<file path="src/rtl/core/ncs_pkg.sv">
// Shared types, constants and saturation helpers for the natural cubic
// spline coefficient solver. No dependencies.
package ncs_pkg;

  localparam int DEF_MAX_KNOTS = 64;
  localparam int DEF_FRAC_BITS = 16;
  localparam int ADDR_MAX_W    = 10;
  localparam int IDX_W         = 6;

  localparam logic signed [31:0] S32_MAX = 32'sh7FFF_FFFF;
  localparam logic signed [31:0] S32_MIN = 32'sh8000_0000;
  localparam logic signed [65:0] SAT_HI  = 66'sh0_7FFF_FFFF;
  localparam logic signed [65:0] SAT_LO  = -66'sh0_8000_0000;
  // floor(v * RECIP3 / 2^33) == floor(v / 3) for v < 2^32
  localparam logic signed [32:0] RECIP3  = 33'sh0_AAAA_AAAB;

  typedef struct packed {
    logic signed [31:0] knot_x;
    logic signed [31:0] knot_y;
    logic               last_knot;
  } knot_t;

  typedef struct packed {
    logic signed [31:0] coef_a;
    logic signed [31:0] coef_b;
    logic signed [31:0] coef_c;
    logic signed [31:0] coef_d;
    logic signed [31:0] segment_start;
    logic [IDX_W-1:0]   segment_index;
    logic               final_segment;
    logic               overflow_flag;
  } segment_t;

  typedef enum logic [5:0] {
    OP_NONE, OP_LOAD, OP_SHIFT_F, OP_H, OP_DIV_S, OP_SC, OP_INIT, OP_MUL_MU,
    OP_L, OP_DIV_MU, OP_MUP, OP_MUL_Z, OP_TZ, OP_DIV_Z, OP_ZP, OP_WR_MZ,
    OP_LATCH_MZ, OP_SHIFT_B, OP_MUL_C, OP_C, OP_CS, OP_MUL_HC, OP_QH,
    OP_M3A, OP_D3A, OP_M3B, OP_D3B, OP_DIV_SL, OP_B, OP_DIV_D, OP_D,
    OP_WR_BCD, OP_EMIT
  } dp_op_t;

  typedef struct packed {
    dp_op_t                op;
    logic [ADDR_MAX_W-1:0] addr;
    logic                  last_seg;
    logic                  set_err;
    logic                  clr_err;
  } cmd_t;

  typedef struct packed {
    logic div_done;
  } status_t;

  function automatic logic signed [65:0] sx(input logic signed [31:0] a);
    return $signed({{34{a[31]}}, a});
  endfunction

  function automatic logic signed [31:0] sat32(input logic signed [65:0] v);
    if (v > SAT_HI) return S32_MAX;
    if (v < SAT_LO) return S32_MIN;
    return v[31:0];
  endfunction

  function automatic logic ovf32(input logic signed [65:0] v);
    return (v > SAT_HI) || (v < SAT_LO);
  endfunction

endpackage

</file>
<file path="src/rtl/core/ncs_ctrl.sv">
// Controller: knot counting, forward sweep, back substitution and emit
// sequencing. Depends on ncs_pkg.
module ncs_ctrl #(
  parameter int MAX_KNOTS = ncs_pkg::DEF_MAX_KNOTS
) (
  input  logic             clk,
  input  logic             rst,
  input  logic             start,
  input  logic             last_knot,
  input  ncs_pkg::status_t status,
  output logic             busy,
  output ncs_pkg::cmd_t    cmd
);
  localparam int AW = $clog2(MAX_KNOTS);
  localparam int SN = 37;

  typedef enum logic [SN-1:0] {
    ST_IDLE  = SN'(1) << 0,  ST_F_R0  = SN'(1) << 1,  ST_F_SH0 = SN'(1) << 2,
    ST_F_SH  = SN'(1) << 3,  ST_F_H   = SN'(1) << 4,  ST_F_DS  = SN'(1) << 5,
    ST_F_SC  = SN'(1) << 6,  ST_F_INI = SN'(1) << 7,  ST_F_MM  = SN'(1) << 8,
    ST_F_L   = SN'(1) << 9,  ST_F_DM  = SN'(1) << 10, ST_F_MUP = SN'(1) << 11,
    ST_F_MZ  = SN'(1) << 12, ST_F_TZ  = SN'(1) << 13, ST_F_DZ  = SN'(1) << 14,
    ST_F_ZP  = SN'(1) << 15, ST_F_WR  = SN'(1) << 16, ST_F_RD  = SN'(1) << 17,
    ST_DW    = SN'(1) << 18, ST_B_RD  = SN'(1) << 19, ST_B_LAT = SN'(1) << 20,
    ST_B_MC  = SN'(1) << 21, ST_B_C   = SN'(1) << 22, ST_B_CS  = SN'(1) << 23,
    ST_B_MH  = SN'(1) << 24, ST_B_QH  = SN'(1) << 25, ST_B_M3A = SN'(1) << 26,
    ST_B_D3A = SN'(1) << 27, ST_B_M3B = SN'(1) << 28, ST_B_D3B = SN'(1) << 29,
    ST_B_DSL = SN'(1) << 30, ST_B_B   = SN'(1) << 31, ST_B_DD  = SN'(1) << 32,
    ST_B_D   = SN'(1) << 33, ST_B_WR  = SN'(1) << 34, ST_E_RD  = SN'(1) << 35,
    ST_E_OUT = SN'(1) << 36
  } state_t;

  state_t      state, state_next, ret, ret_next;
  logic [AW:0] cnt, cnt_next, cnt_eff;
  logic [AW-1:0] i, i_next, n_last;
  logic        first, first_next, init, init_next;

  assign busy    = state != ST_IDLE;
  assign n_last  = AW'(cnt - (AW+1)'(2));
  assign cnt_eff = (cnt < (AW+1)'(MAX_KNOTS)) ? cnt + (AW+1)'(1) : cnt;

  always_comb begin
    state_next = state;
    ret_next   = ret;
    cnt_next   = cnt;
    i_next     = i;
    first_next = first;
    init_next  = init;
    cmd        = '0;
    cmd.op     = ncs_pkg::OP_NONE;
    unique case (state)
      ST_IDLE: begin
        cmd.addr = ncs_pkg::ADDR_MAX_W'(cnt);
        if (start) begin
          if (cnt < (AW+1)'(MAX_KNOTS)) begin
            cmd.op = ncs_pkg::OP_LOAD;
          end else begin
            cmd.set_err = 1'b1;
          end
          cnt_next = cnt_eff;
          if (last_knot) begin
            if (cnt_eff < (AW+1)'(2)) begin
              cnt_next    = '0;
              cmd.clr_err = 1'b1;
            end else begin
              init_next  = 1'b1;
              state_next = ST_F_R0;
            end
          end
        end
      end
      ST_F_R0: state_next = ST_F_SH0;
      ST_F_SH0: begin
        cmd.op     = ncs_pkg::OP_SHIFT_F;
        cmd.addr   = ncs_pkg::ADDR_MAX_W'(1);
        state_next = ST_F_SH;
      end
      ST_F_SH: begin
        cmd.op     = ncs_pkg::OP_SHIFT_F;
        // two knots: no interior slope is formed
        state_next = (init && n_last == '0) ? ST_F_INI : ST_F_H;
      end
      ST_F_H: begin
        cmd.op     = ncs_pkg::OP_H;
        state_next = ST_F_DS;
      end
      ST_F_DS: begin
        cmd.op     = ncs_pkg::OP_DIV_S;
        ret_next   = ST_F_SC;
        state_next = ST_DW;
      end
      ST_DW: if (status.div_done) state_next = ret;
      ST_F_SC: begin
        cmd.op     = ncs_pkg::OP_SC;
        state_next = init ? ST_F_INI : ST_F_MM;
      end
      ST_F_INI: begin
        cmd.op     = ncs_pkg::OP_INIT;
        init_next  = 1'b0;
        i_next     = '0;
        state_next = ST_F_WR;
      end
      ST_F_MM: begin
        cmd.op     = ncs_pkg::OP_MUL_MU;
        state_next = ST_F_L;
      end
      ST_F_L: begin
        cmd.op     = ncs_pkg::OP_L;
        state_next = ST_F_DM;
      end
      ST_F_DM: begin
        cmd.op     = ncs_pkg::OP_DIV_MU;
        ret_next   = ST_F_MUP;
        state_next = ST_DW;
      end
      ST_F_MUP: begin
        cmd.op     = ncs_pkg::OP_MUP;
        state_next = ST_F_MZ;
      end
      ST_F_MZ: begin
        cmd.op     = ncs_pkg::OP_MUL_Z;
        state_next = ST_F_TZ;
      end
      ST_F_TZ: begin
        cmd.op     = ncs_pkg::OP_TZ;
        state_next = ST_F_DZ;
      end
      ST_F_DZ: begin
        cmd.op     = ncs_pkg::OP_DIV_Z;
        ret_next   = ST_F_ZP;
        state_next = ST_DW;
      end
      ST_F_ZP: begin
        cmd.op     = ncs_pkg::OP_ZP;
        state_next = ST_F_WR;
      end
      ST_F_WR: begin
        cmd.op   = ncs_pkg::OP_WR_MZ;
        cmd.addr = ncs_pkg::ADDR_MAX_W'(i);
        if (i == n_last) begin
          first_next = 1'b1;
          state_next = ST_B_RD;
        end else begin
          i_next     = i + AW'(1);
          state_next = ST_F_RD;
        end
      end
      ST_F_RD: begin
        cmd.addr   = ncs_pkg::ADDR_MAX_W'(i) + ncs_pkg::ADDR_MAX_W'(1);
        state_next = ST_F_SH;
      end
      ST_B_RD: begin
        cmd.addr   = ncs_pkg::ADDR_MAX_W'(i);
        state_next = ST_B_LAT;
      end
      ST_B_LAT: begin
        cmd.op     = first ? ncs_pkg::OP_LATCH_MZ : ncs_pkg::OP_SHIFT_B;
        first_next = 1'b0;
        state_next = ST_B_MC;
      end
      ST_B_MC: begin
        cmd.op     = ncs_pkg::OP_MUL_C;
        state_next = ST_B_C;
      end
      ST_B_C: begin
        cmd.op     = ncs_pkg::OP_C;
        state_next = ST_B_CS;
      end
      ST_B_CS: begin
        cmd.op     = ncs_pkg::OP_CS;
        state_next = ST_B_MH;
      end
      ST_B_MH: begin
        cmd.op     = ncs_pkg::OP_MUL_HC;
        state_next = ST_B_QH;
      end
      ST_B_QH: begin
        cmd.op     = ncs_pkg::OP_QH;
        state_next = ST_B_M3A;
      end
      ST_B_M3A: begin
        cmd.op     = ncs_pkg::OP_M3A;
        state_next = ST_B_D3A;
      end
      ST_B_D3A: begin
        cmd.op     = ncs_pkg::OP_D3A;
        state_next = ST_B_M3B;
      end
      ST_B_M3B: begin
        cmd.op     = ncs_pkg::OP_M3B;
        state_next = ST_B_D3B;
      end
      ST_B_D3B: begin
        cmd.op     = ncs_pkg::OP_D3B;
        state_next = ST_B_DSL;
      end
      ST_B_DSL: begin
        cmd.op     = ncs_pkg::OP_DIV_SL;
        ret_next   = ST_B_B;
        state_next = ST_DW;
      end
      ST_B_B: begin
        cmd.op     = ncs_pkg::OP_B;
        state_next = ST_B_DD;
      end
      ST_B_DD: begin
        cmd.op     = ncs_pkg::OP_DIV_D;
        ret_next   = ST_B_D;
        state_next = ST_DW;
      end
      ST_B_D: begin
        cmd.op     = ncs_pkg::OP_D;
        state_next = ST_B_WR;
      end
      ST_B_WR: begin
        cmd.op   = ncs_pkg::OP_WR_BCD;
        cmd.addr = ncs_pkg::ADDR_MAX_W'(i);
        if (i == '0) begin
          state_next = ST_E_RD;
        end else begin
          i_next     = i - AW'(1);
          state_next = ST_B_RD;
        end
      end
      ST_E_RD: begin
        cmd.addr   = ncs_pkg::ADDR_MAX_W'(i);
        state_next = ST_E_OUT;
      end
      ST_E_OUT: begin
        cmd.op       = ncs_pkg::OP_EMIT;
        cmd.addr     = ncs_pkg::ADDR_MAX_W'(i);
        cmd.last_seg = i == n_last;
        if (i == n_last) begin
          cmd.clr_err = 1'b1;
          cnt_next    = '0;
          state_next  = ST_IDLE;
        end else begin
          i_next     = i + AW'(1);
          state_next = ST_E_RD;
        end
      end
      default: state_next = ST_IDLE;
    endcase
  end

  always_ff @(posedge clk) begin
    if (rst) begin
      state <= ST_IDLE;
      ret   <= ST_IDLE;
      cnt   <= '0;
      i     <= '0;
      first <= 1'b0;
      init  <= 1'b0;
    end else begin
      state <= state_next;
      ret   <= ret_next;
      cnt   <= cnt_next;
      i     <= i_next;
      first <= first_next;
      init  <= init_next;
    end
  end
endmodule

</file>
<file path="config.mk">
export PLATFORM = sky130hd
export DESIGN_NAME = ncs_ctrl
export DESIGN_NICKNAME = d
export VERILOG_FILES = /design/src/rtl/core/ncs_pkg.sv /design/src/rtl/core/ncs_ctrl.sv
export SDC_FILE = /design/constraint.sdc
export NUM_CORES = 1
export LEC_CHECK = 0
export BUFFER_PORTS_ARGS = -buffer_cell sky130_fd_sc_hd__clkbuf_2
export CORE_MARGIN = 2
export CORE_UTILIZATION = 40
export DETAILED_ROUTE_END_ITERATION = 10
export PLACE_DENSITY_LB_ADDON = 0.05
export REMOVE_ABC_BUFFERS = 1
export SLEW_MARGIN = 10
export SYNTH_ARGS = -nofsm -noshare
export SYNTH_HDL_FRONTEND = slang
export SYNTH_SLANG_ARGS = --single-unit
</file>
<file path="constraint.sdc">
create_clock -name clk -period 4.82 [get_ports clk]
set_input_delay 0.241 -clock clk [delete_from_list [all_inputs] [get_ports clk]]
set_output_delay 0.241 -clock clk [all_outputs]
set_load 0.01 [all_outputs]
</file>
==> results of run 1 <==
==> per-layer routing <==
metal / wire, um / track usage [%]
met3: 593 / 4.32
met5: 0 / 0
met2: 5650 / 36.7
met1: 5630 / 30.6
met4: 259 / 7.63
==> worst max-delay path: stages, from the launching register on <==
cell and delay (ns):
dfxtp_1 0.36, nor4_1 0.95, nand2_1 0.40, or3_1 0.55, or4_1 0.58, nor2_1 0.13
o21ai_1 0.07, o221ai_1 0.09, clkbuf_2 0.16
==> synth_stat cells (7+ instances only) <==
| cell type | count | area share (%) |
|---|---|---|
| a21oi_1 | 21 | 2.6 |
| a31oi_1 | 7 | 1.1 |
| and3_1 | 7 | 1.1 |
| clkbuf_1 | 29 | 2.7 |
| dfxtp_1 | 58 | 29 |
| ha_1 | 7 | 2.2 |
| inv_1 | 21 | 2.0 |
| nand2_1 | 26 | 2.4 |
| nand2b_1 | 13 | 2.0 |
| nand3_1 | 12 | 1.5 |
| nand4_1 | 17 | 2.7 |
| nand4b_1 | 10 | 2.2 |
| nor2_1 | 56 | 5.3 |
| nor3_1 | 27 | 3.4 |
| nor4_1 | 25 | 3.9 |
| or3_1 | 11 | 1.7 |
| or4_1 | 8 | 1.5 |
| xnor2_1 | 12 | 2.6 |
| xor2_1 | 13 | 2.9 |
==> report_power, final <==
| group | leakage [nW] | internal (mW) | switching, mW | total [mW] |
|---|---|---|---|---|
| registers | 0.467 | 0.481 | 0.00550 | 0.487 |
| clock network | 0.129 | 0.370 | 0.214 | 0.584 |
| logic | 1.04 | 0.0311 | 0.0604 | 0.0914 |
==> stage by stage <==
stage	cell area, um2	setup slack (ns)	cells	power, mW	hold WS [ns]
final	4380	0.945	645	1.16	0.240
after global routing	4380	0.744	645	1.20	0.248
after CTS	4380	0.968	645	1.17	0.224
after detailed placement	4130	1.32	629	0.588	0.417
after global placement	4130	1.31	629	0.587	0.411
after floorplan	3820	1.59	470	0.554	0.310
==> kinds of logic after synthesis <==
logic type | after synthesis
AOI/OAI and AO/OA | 92
buffers and inverters | 61
xor gates and xnor gates | 26
muxes | 3
adders and majority gates | 7
DFF | 58
and+or+nand+nor | 260
other | 1
==> worst max path at each step <==
| stage | startpoint | endpoint | slack, ns | cells after the start |
|---|---|---|---|---|
| CTS | state[25]$_SDFFE_PP0P_ | cmd[5] | 0.97 | 8 |
| global route | state[25]$_SDFFE_PP0P_ | cmd[5] | 0.74 | 7 |
| finish | state[25]$_SDFFE_PP0P_ | cmd[5] | 0.95 | 8 |
| global placement | state[24]$_SDFFE_PP0P_ | state[16]$_SDFFE_PP0P_ | 1.31 | 7 |
| detailed placement | state[25]$_SDFFE_PP0P_ | state[16]$_SDFFE_PP0P_ | 1.32 | 7 |
| floorplan | state[21]$_SDFFE_PP0P_ | state[26]$_SDFFE_PP0P_ | 1.59 | 6 |
==> final cells by class <==
cell class,instances,area (um2)
multi-input combinational,391,2580
fill,1035,5350
sequential,58,1160
clock buffer,11,151
inverter,21,78.8
timing repair buffer,26,143
tap,133,166
clock inverter,5,100
==> state kept, by name (all words and copies together), names as in the netlist <==
signal  cells
state      37
cnt         7
i           6
ret         6
first       1
init        1
==> placed cells by master, fill, tap and decap left out, drive strengths merged, types with 4 or more instances in the layout <==
cell type | synthesis | layout
nand4b | 10 | 10
or3 | 12 | 12
clkbuf | 29 | 32
xor2 | 13 | 13
o211ai | 6 | 6
nand2 | 27 | 27
xnor2 | 12 | 12
nor4b | 6 | 6
dfxtp | 58 | 58
and4 | 4 | 4
a2111oi | 4 | 4
nor3b | 4 | 4
or4b | 5 | 5
nand2b | 13 | 13
nand3 | 12 | 12
ha | 7 | 7
nand3b | 4 | 4
o21ai | 9 | 9
a21oi | 22 | 22
nor4 | 30 | 30
buf | 11 | 5
nor2 | 57 | 57
nand4 | 17 | 17
or4 | 9 | 9
a31oi | 7 | 7
a21o | 6 | 6
inv | 21 | 21
and2 | 6 | 6
and3 | 7 | 7
a211oi | 5 | 5
nor3 | 28 | 28
a32oi | 5 | 5
==> results_dict.tcl, run 1 <==
set metrics [dict create \
    cts_max_level 3 \
    async_flop_share_pct 0 \
    fp.dieArea_mm2 0.0108 \
    synth_top_family_by_area "simple AND/OR/NAND/NOR gates" \
    initial_core_util_pct 41.1 \
    clock_sinks 58 \
    setup_viol 0 \
    reg2regPathDepth 7 \
    cts_root_buf "clkbuf_8" \
    grt_usage_pct 22.8 \
    muxShareOfSynthArea_pct 0.783 \
    ys_seq_area_share_pct 29.1 \
    maxCapViolCount 0 \
    grt_pass1_wl_mm 19.8 \
    core_area_mm2 0.00973 \
    hold_viol_final 0 \
    gp_congestion 0.857 \
    final.min_clock_period_ns 3.87 \
    drive_gt1_share_pct 12.9 \
    hold_start "status" \
    avgRoutedWirePerCell_um 18.8 \
    synth_edf_count 0 \
    arrival_ns 3.63 \
    cts_resized 0 \
    overflow 0 \
    syn_avg_cell_area_um2 7.86 \
    r2r_slack_ns 1.21 \
    synth_compound_area_share_pct 17.1 \
    grt_pass1_vias 3628 \
    p_leak_nw 1.63 \
    clk_path_buf_depth 2 \
    hold_path_class "input pin to flop" \
    end_kind "output port" \
    numCtsBuffers 9 \
    cts.hold.buffers_added 0 \
    nets 519 \
    ys.flop_type "dfxtp_1" \
    die_h_um 104 \
    rr_startpoint "state[25]$_SDFFE_PP0P_" \
    num_vias 3916 \
    post-route-util_pct 45.1 \
    syn_to_final_growth_pct 9.74 \
    totalWireLength_mm 12.1 \
    yosysWarnings 0 \
    ioPinCount 25 \
    synth-simple-area-share_pct 38.2 \
    antenna_found_initial 0 \
    p_per_area_mw_per_mm2 265 \
    status "finished, final reports clean" \
    clkTransAtPathRegs_ns 0.07 \
    worst_hold_path.num_cells 3 \
    place_hpwl_mm 8.85 \
    diodes 0 \
    synth_seq_cells 58 \
    worst_pin_slew_ns 1.11 \
    synth_xor_area_share_pct 6.04 \
    crit_required_ns 4.58 \
    cts_tree "yes" \
    std_cell_rows 36 \
    maxSlewViolCount 0 \
    holdPathEnd "state[18]$_SDFFE_PP0P_" \
    clk_latency_ns 0.35 \
    synth_cells 508 \
    ys_types 75 \
    drc 0 \
    critPathKind "flop to output port" \
    ir_drop_mv 0.150 \
    cp-start-kind "flop" \
    grt_max_degree 30 \
    vias_per_cell 6.07 \
    synth_fa_ha_area_share_pct 2.19 \
    skew_ns 0.00805 \
    firstDrtPassIters 5 \
    cts_setup_buffers 0 \
    max_freq_mhz 258 \
    crit_fanout 8 \
    rsz0062_at_grt "no" \
    netlist_area_mm2 0.00400 \
    drt_iter0_drc 302 \
    die_w_um 104 \
    post-route-period-util_pct 80.4 \
    reg2reg_to "state[16]$_SDFFE_PP0P_" \
    ant_nets 0 \
    slew_headroom_pct 25.2 \
    portBuffers 21 \
    tns_ns 0 \
]
(Power assumes the default switching activity.)
==> run 2: changes to the inputs <==
--- a/config.mk
+++ b/config.mk
@@ -5,6 +5,7 @@
 export SDC_FILE = /design/constraint.sdc
 export NUM_CORES = 1
 export LEC_CHECK = 0
+export ABC_AREA = 1
 export BUFFER_PORTS_ARGS = -buffer_cell sky130_fd_sc_hd__clkbuf_2
 export CORE_MARGIN = 2
 export CORE_UTILIZATION = 40
==> constraint.sdc (replaced) <==
create_clock -name clk -period 3.9 [get_ports clk]
set_input_delay 0.195 -clock clk [delete_from_list [all_inputs] [get_ports clk]]
set_output_delay 0.195 -clock clk [all_outputs]
set_load 0.01 [all_outputs]
==> run 2 against run 1 <==
Combinational power grew to 10 times the previous value. Sequential share of layout area down 0.42 points. Area after synthesis is 2.3% higher. Critical path type unchanged. Critical endpoint is now cmd[13]. Largest cell class unchanged. Highest routed layer unchanged.
==> results_dict.tcl, run 2 <==
set metrics [dict create \
    status "finished, final reports clean" \
    netlist_area_mm2 0.00409 \
    hold_slack_ns 0.226 \
    reg_top3 "state: 37 flops, cnt: 7 flops" \
    synth_edf_count 0 \
    totalWireLength_mm 11.5 \
    max_stage_delay_ns 0.32 \
    drt_iter0_drc 181 \
    gp_congestion 0.897 \
    hold_path_class "input pin to flop" \
    final_cell_mix "nand2_1, inv_1, nor2_1, dfxtp_1, nand3_1" \
    largest_reg_flops 37 \
    clkTransAtPathRegs_ns 0.07 \
    comb_power_share_pct 43.2 \
    skew_ns 0.00909 \
    cts_setup_buffers 0 \
    cp-start-kind "flop" \
    std_cell_rows 36 \
    num_vias 4040 \
    vias_per_cell 5.11 \
    clk_path_buf_depth 2 \
    ys_seq_area_share_pct 28.4 \
    p_int_mw 1.18 \
    cts_root_buf "clkbuf_8" \
    post-synth-top-area-cell "dfxtp_1" \
    drc 0 \
    crit_required_ns 3.70 \
    cp_slowest_cell "dfxtp_1" \
    syn_avg_cell_area_um2 6.47 \
    diodes 0 \
    end_kind "output port" \
    seqPwrFrac_pct 33.4 \
    top_register "state" \
    cts_max_level 3 \
    worst_pin_slew_ns 0.950 \
    cts_tree "yes" \
    numCtsBuffers 9 \
    place_hpwl_mm 8.72 \
    clk_latency_ns 0.35 \
    critPathKind "flop to output port" \
    synth_cells 632 \
    setup_viol 0 \
    ys_types 51 \
    fp.dieArea_mm2 0.0110 \
    finalPower_mw 2.13 \
    avgRoutedWirePerCell_um 14.5 \
    post-route-period-util_pct 71.1 \
    portBuffers 21 \
    synth_seq_cells 58 \
    crit_fanout 13 \
    crit_family "simple AND/OR/NAND/NOR gates" \
    arrival_ns 2.58 \
    yosysMostFrequentCell "nand2_1" \
    p_per_area_mw_per_mm2 478 \
    yosysWarnings 0 \
    hold_viol_final 0 \
    die_w_um 105 \
    grt_pass1_wl_mm 19.0 \
    antenna_found_initial 0 \
    yosys.area.top_type_share_pct 28.4 \
    firstDrtPassIters 5 \
    mostFrequentLayoutCell "nand2_1" \
    clock_sinks 58 \
    ys.flop_type "dfxtp_1" \
    ir_drop_mv 0.314 \
    p_leak_nw 2.25 \
    cts_resized 0 \
    cts.hold.buffers_added 0 \
    cp_num_buf_inv 3 \
    ioPinCount 25 \
    grt_max_degree 33 \
    initial_core_util_pct 41.5 \
    synth_area_leaders "dfxtp_1, nand2_1, inv_1, nand3_1, nor2_1" \
    sw_frac_of_total_pct 44.7 \
    ant_nets 0 \
    tns_ns 0 \
    async_flop_share_pct 0 \
    cp_cell_sequence "nor2_1 > nand3_1 > inv_2 > nand2_1 > nor2_4 > nand3_2 > inv_1 > a31oi_1 > nand4_1 > clkbuf_2" \
    core_area_mm2 0.00986 \
    die_h_um 105 \
    rsz0062_at_grt "no" \
    syn_to_final_growth_pct 8.97 \
    maxCapViolCount 0 \
    grt_pass1_vias 3826 \
    nets 665 \
    grt_usage_pct 21.6 \
    drive_gt1_share_pct 12.8 \
    slew_headroom_pct 36.6 \
    synth_common_cells "nand2_1, inv_1, nor2_1" \
    overflow 0 \
    max_freq_mhz 361 \
    pwr-share-clk_pct 23.4 \
    maxSlewViolCount 0 \
    power.switching_mw 0.951 \
    final.min_clock_period_ns 2.77 \
]
-- run 2: area by class of cell --
class | count | area, um2
fill | 1084 | 5410
multi-input combinational | 447 | 2410
sequential | 58 | 1160
inverter | 115 | 442
tap | 133 | 166
clock buffer | 13 | 149
timing repair buffer | 22 | 113
clock inverter | 3 | 15.0
-- run 2: power groups by stage --
stage | Clock (mW) | Sequential (mW) | Combinational [mW]
floorplan | 0 | 0.701 | 0.683
global placement | 0 | 0.723 | 0.912
detailed placement | 0 | 0.723 | 0.915
CTS | 0.510 | 0.710 | 0.918
global route | 0.538 | 0.718 | 1.03
finish | 0.499 | 0.711 | 0.919
-- run 2: kinds of logic after synthesis --
logic type,after synthesis,synth area share [%]
xor gates and xnor gates,15,3.21
other,1,0.0917
AOI/OAI and AO/OA,56,8.26
buffers and inverters,129,12.9
and+or+nand+nor,366,45.0
adders and majority gates,7,2.14
DFF,58,28.4
-- run 2: path summary, 6_finish.rpt --
path                          start                      to  slack, ns  depth (start not counted)
max          state[35]$_SDFFE_PP0P_                 cmd[13]       1.13                         10
min                       last_knot   state[1]$_SDFFE_PP0P_       0.23                          5
max reg2reg  state[35]$_SDFFE_PP0P_  state[33]$_SDFFE_PP0P_       1.29                         13
min reg2reg    ret[31]$_SDFFE_PP0P_  state[31]$_SDFFE_PP0P_       0.43                          2
-- run 2: worst register-to-register path: stages (launching register included) --
cell and delay, ns:
dfxtp_1 0.32, nor2_1 0.18, nand3_1 0.22, inv_2 0.20
nand2_1 0.09, nor2_2 0.44, nand2_1 0.30, nand2_1 0.17
nor2_1 0.05, nand2_1 0.06, nor2_1 0.04, nand3_2 0.07
nand4_2 0.19, nor3_2 0.21
-- run 2: stage by stage --
stage	instances	util [%]	cell area, um2	setup slack, ns
global route	791	45.2	4460	0.845
floorplan	620	-	4010	1.88
finish	791	45.2	4460	1.13
detailed placement	775	43.5	4290	1.29
global placement	775	43.5	4290	1.31
CTS	791	45.2	4460	1.12
-- run 2: layer usage --
| metal | GRT usage [%] | part of all wire (%) |
|---|---|---|
| met5 | 0 | 0 |
| met2 | 35.7 | 48 |
| met3 | 4.87 | 4.6 |
| met1 | 28.2 | 46 |
| met4 | 6.10 | 1.3 |
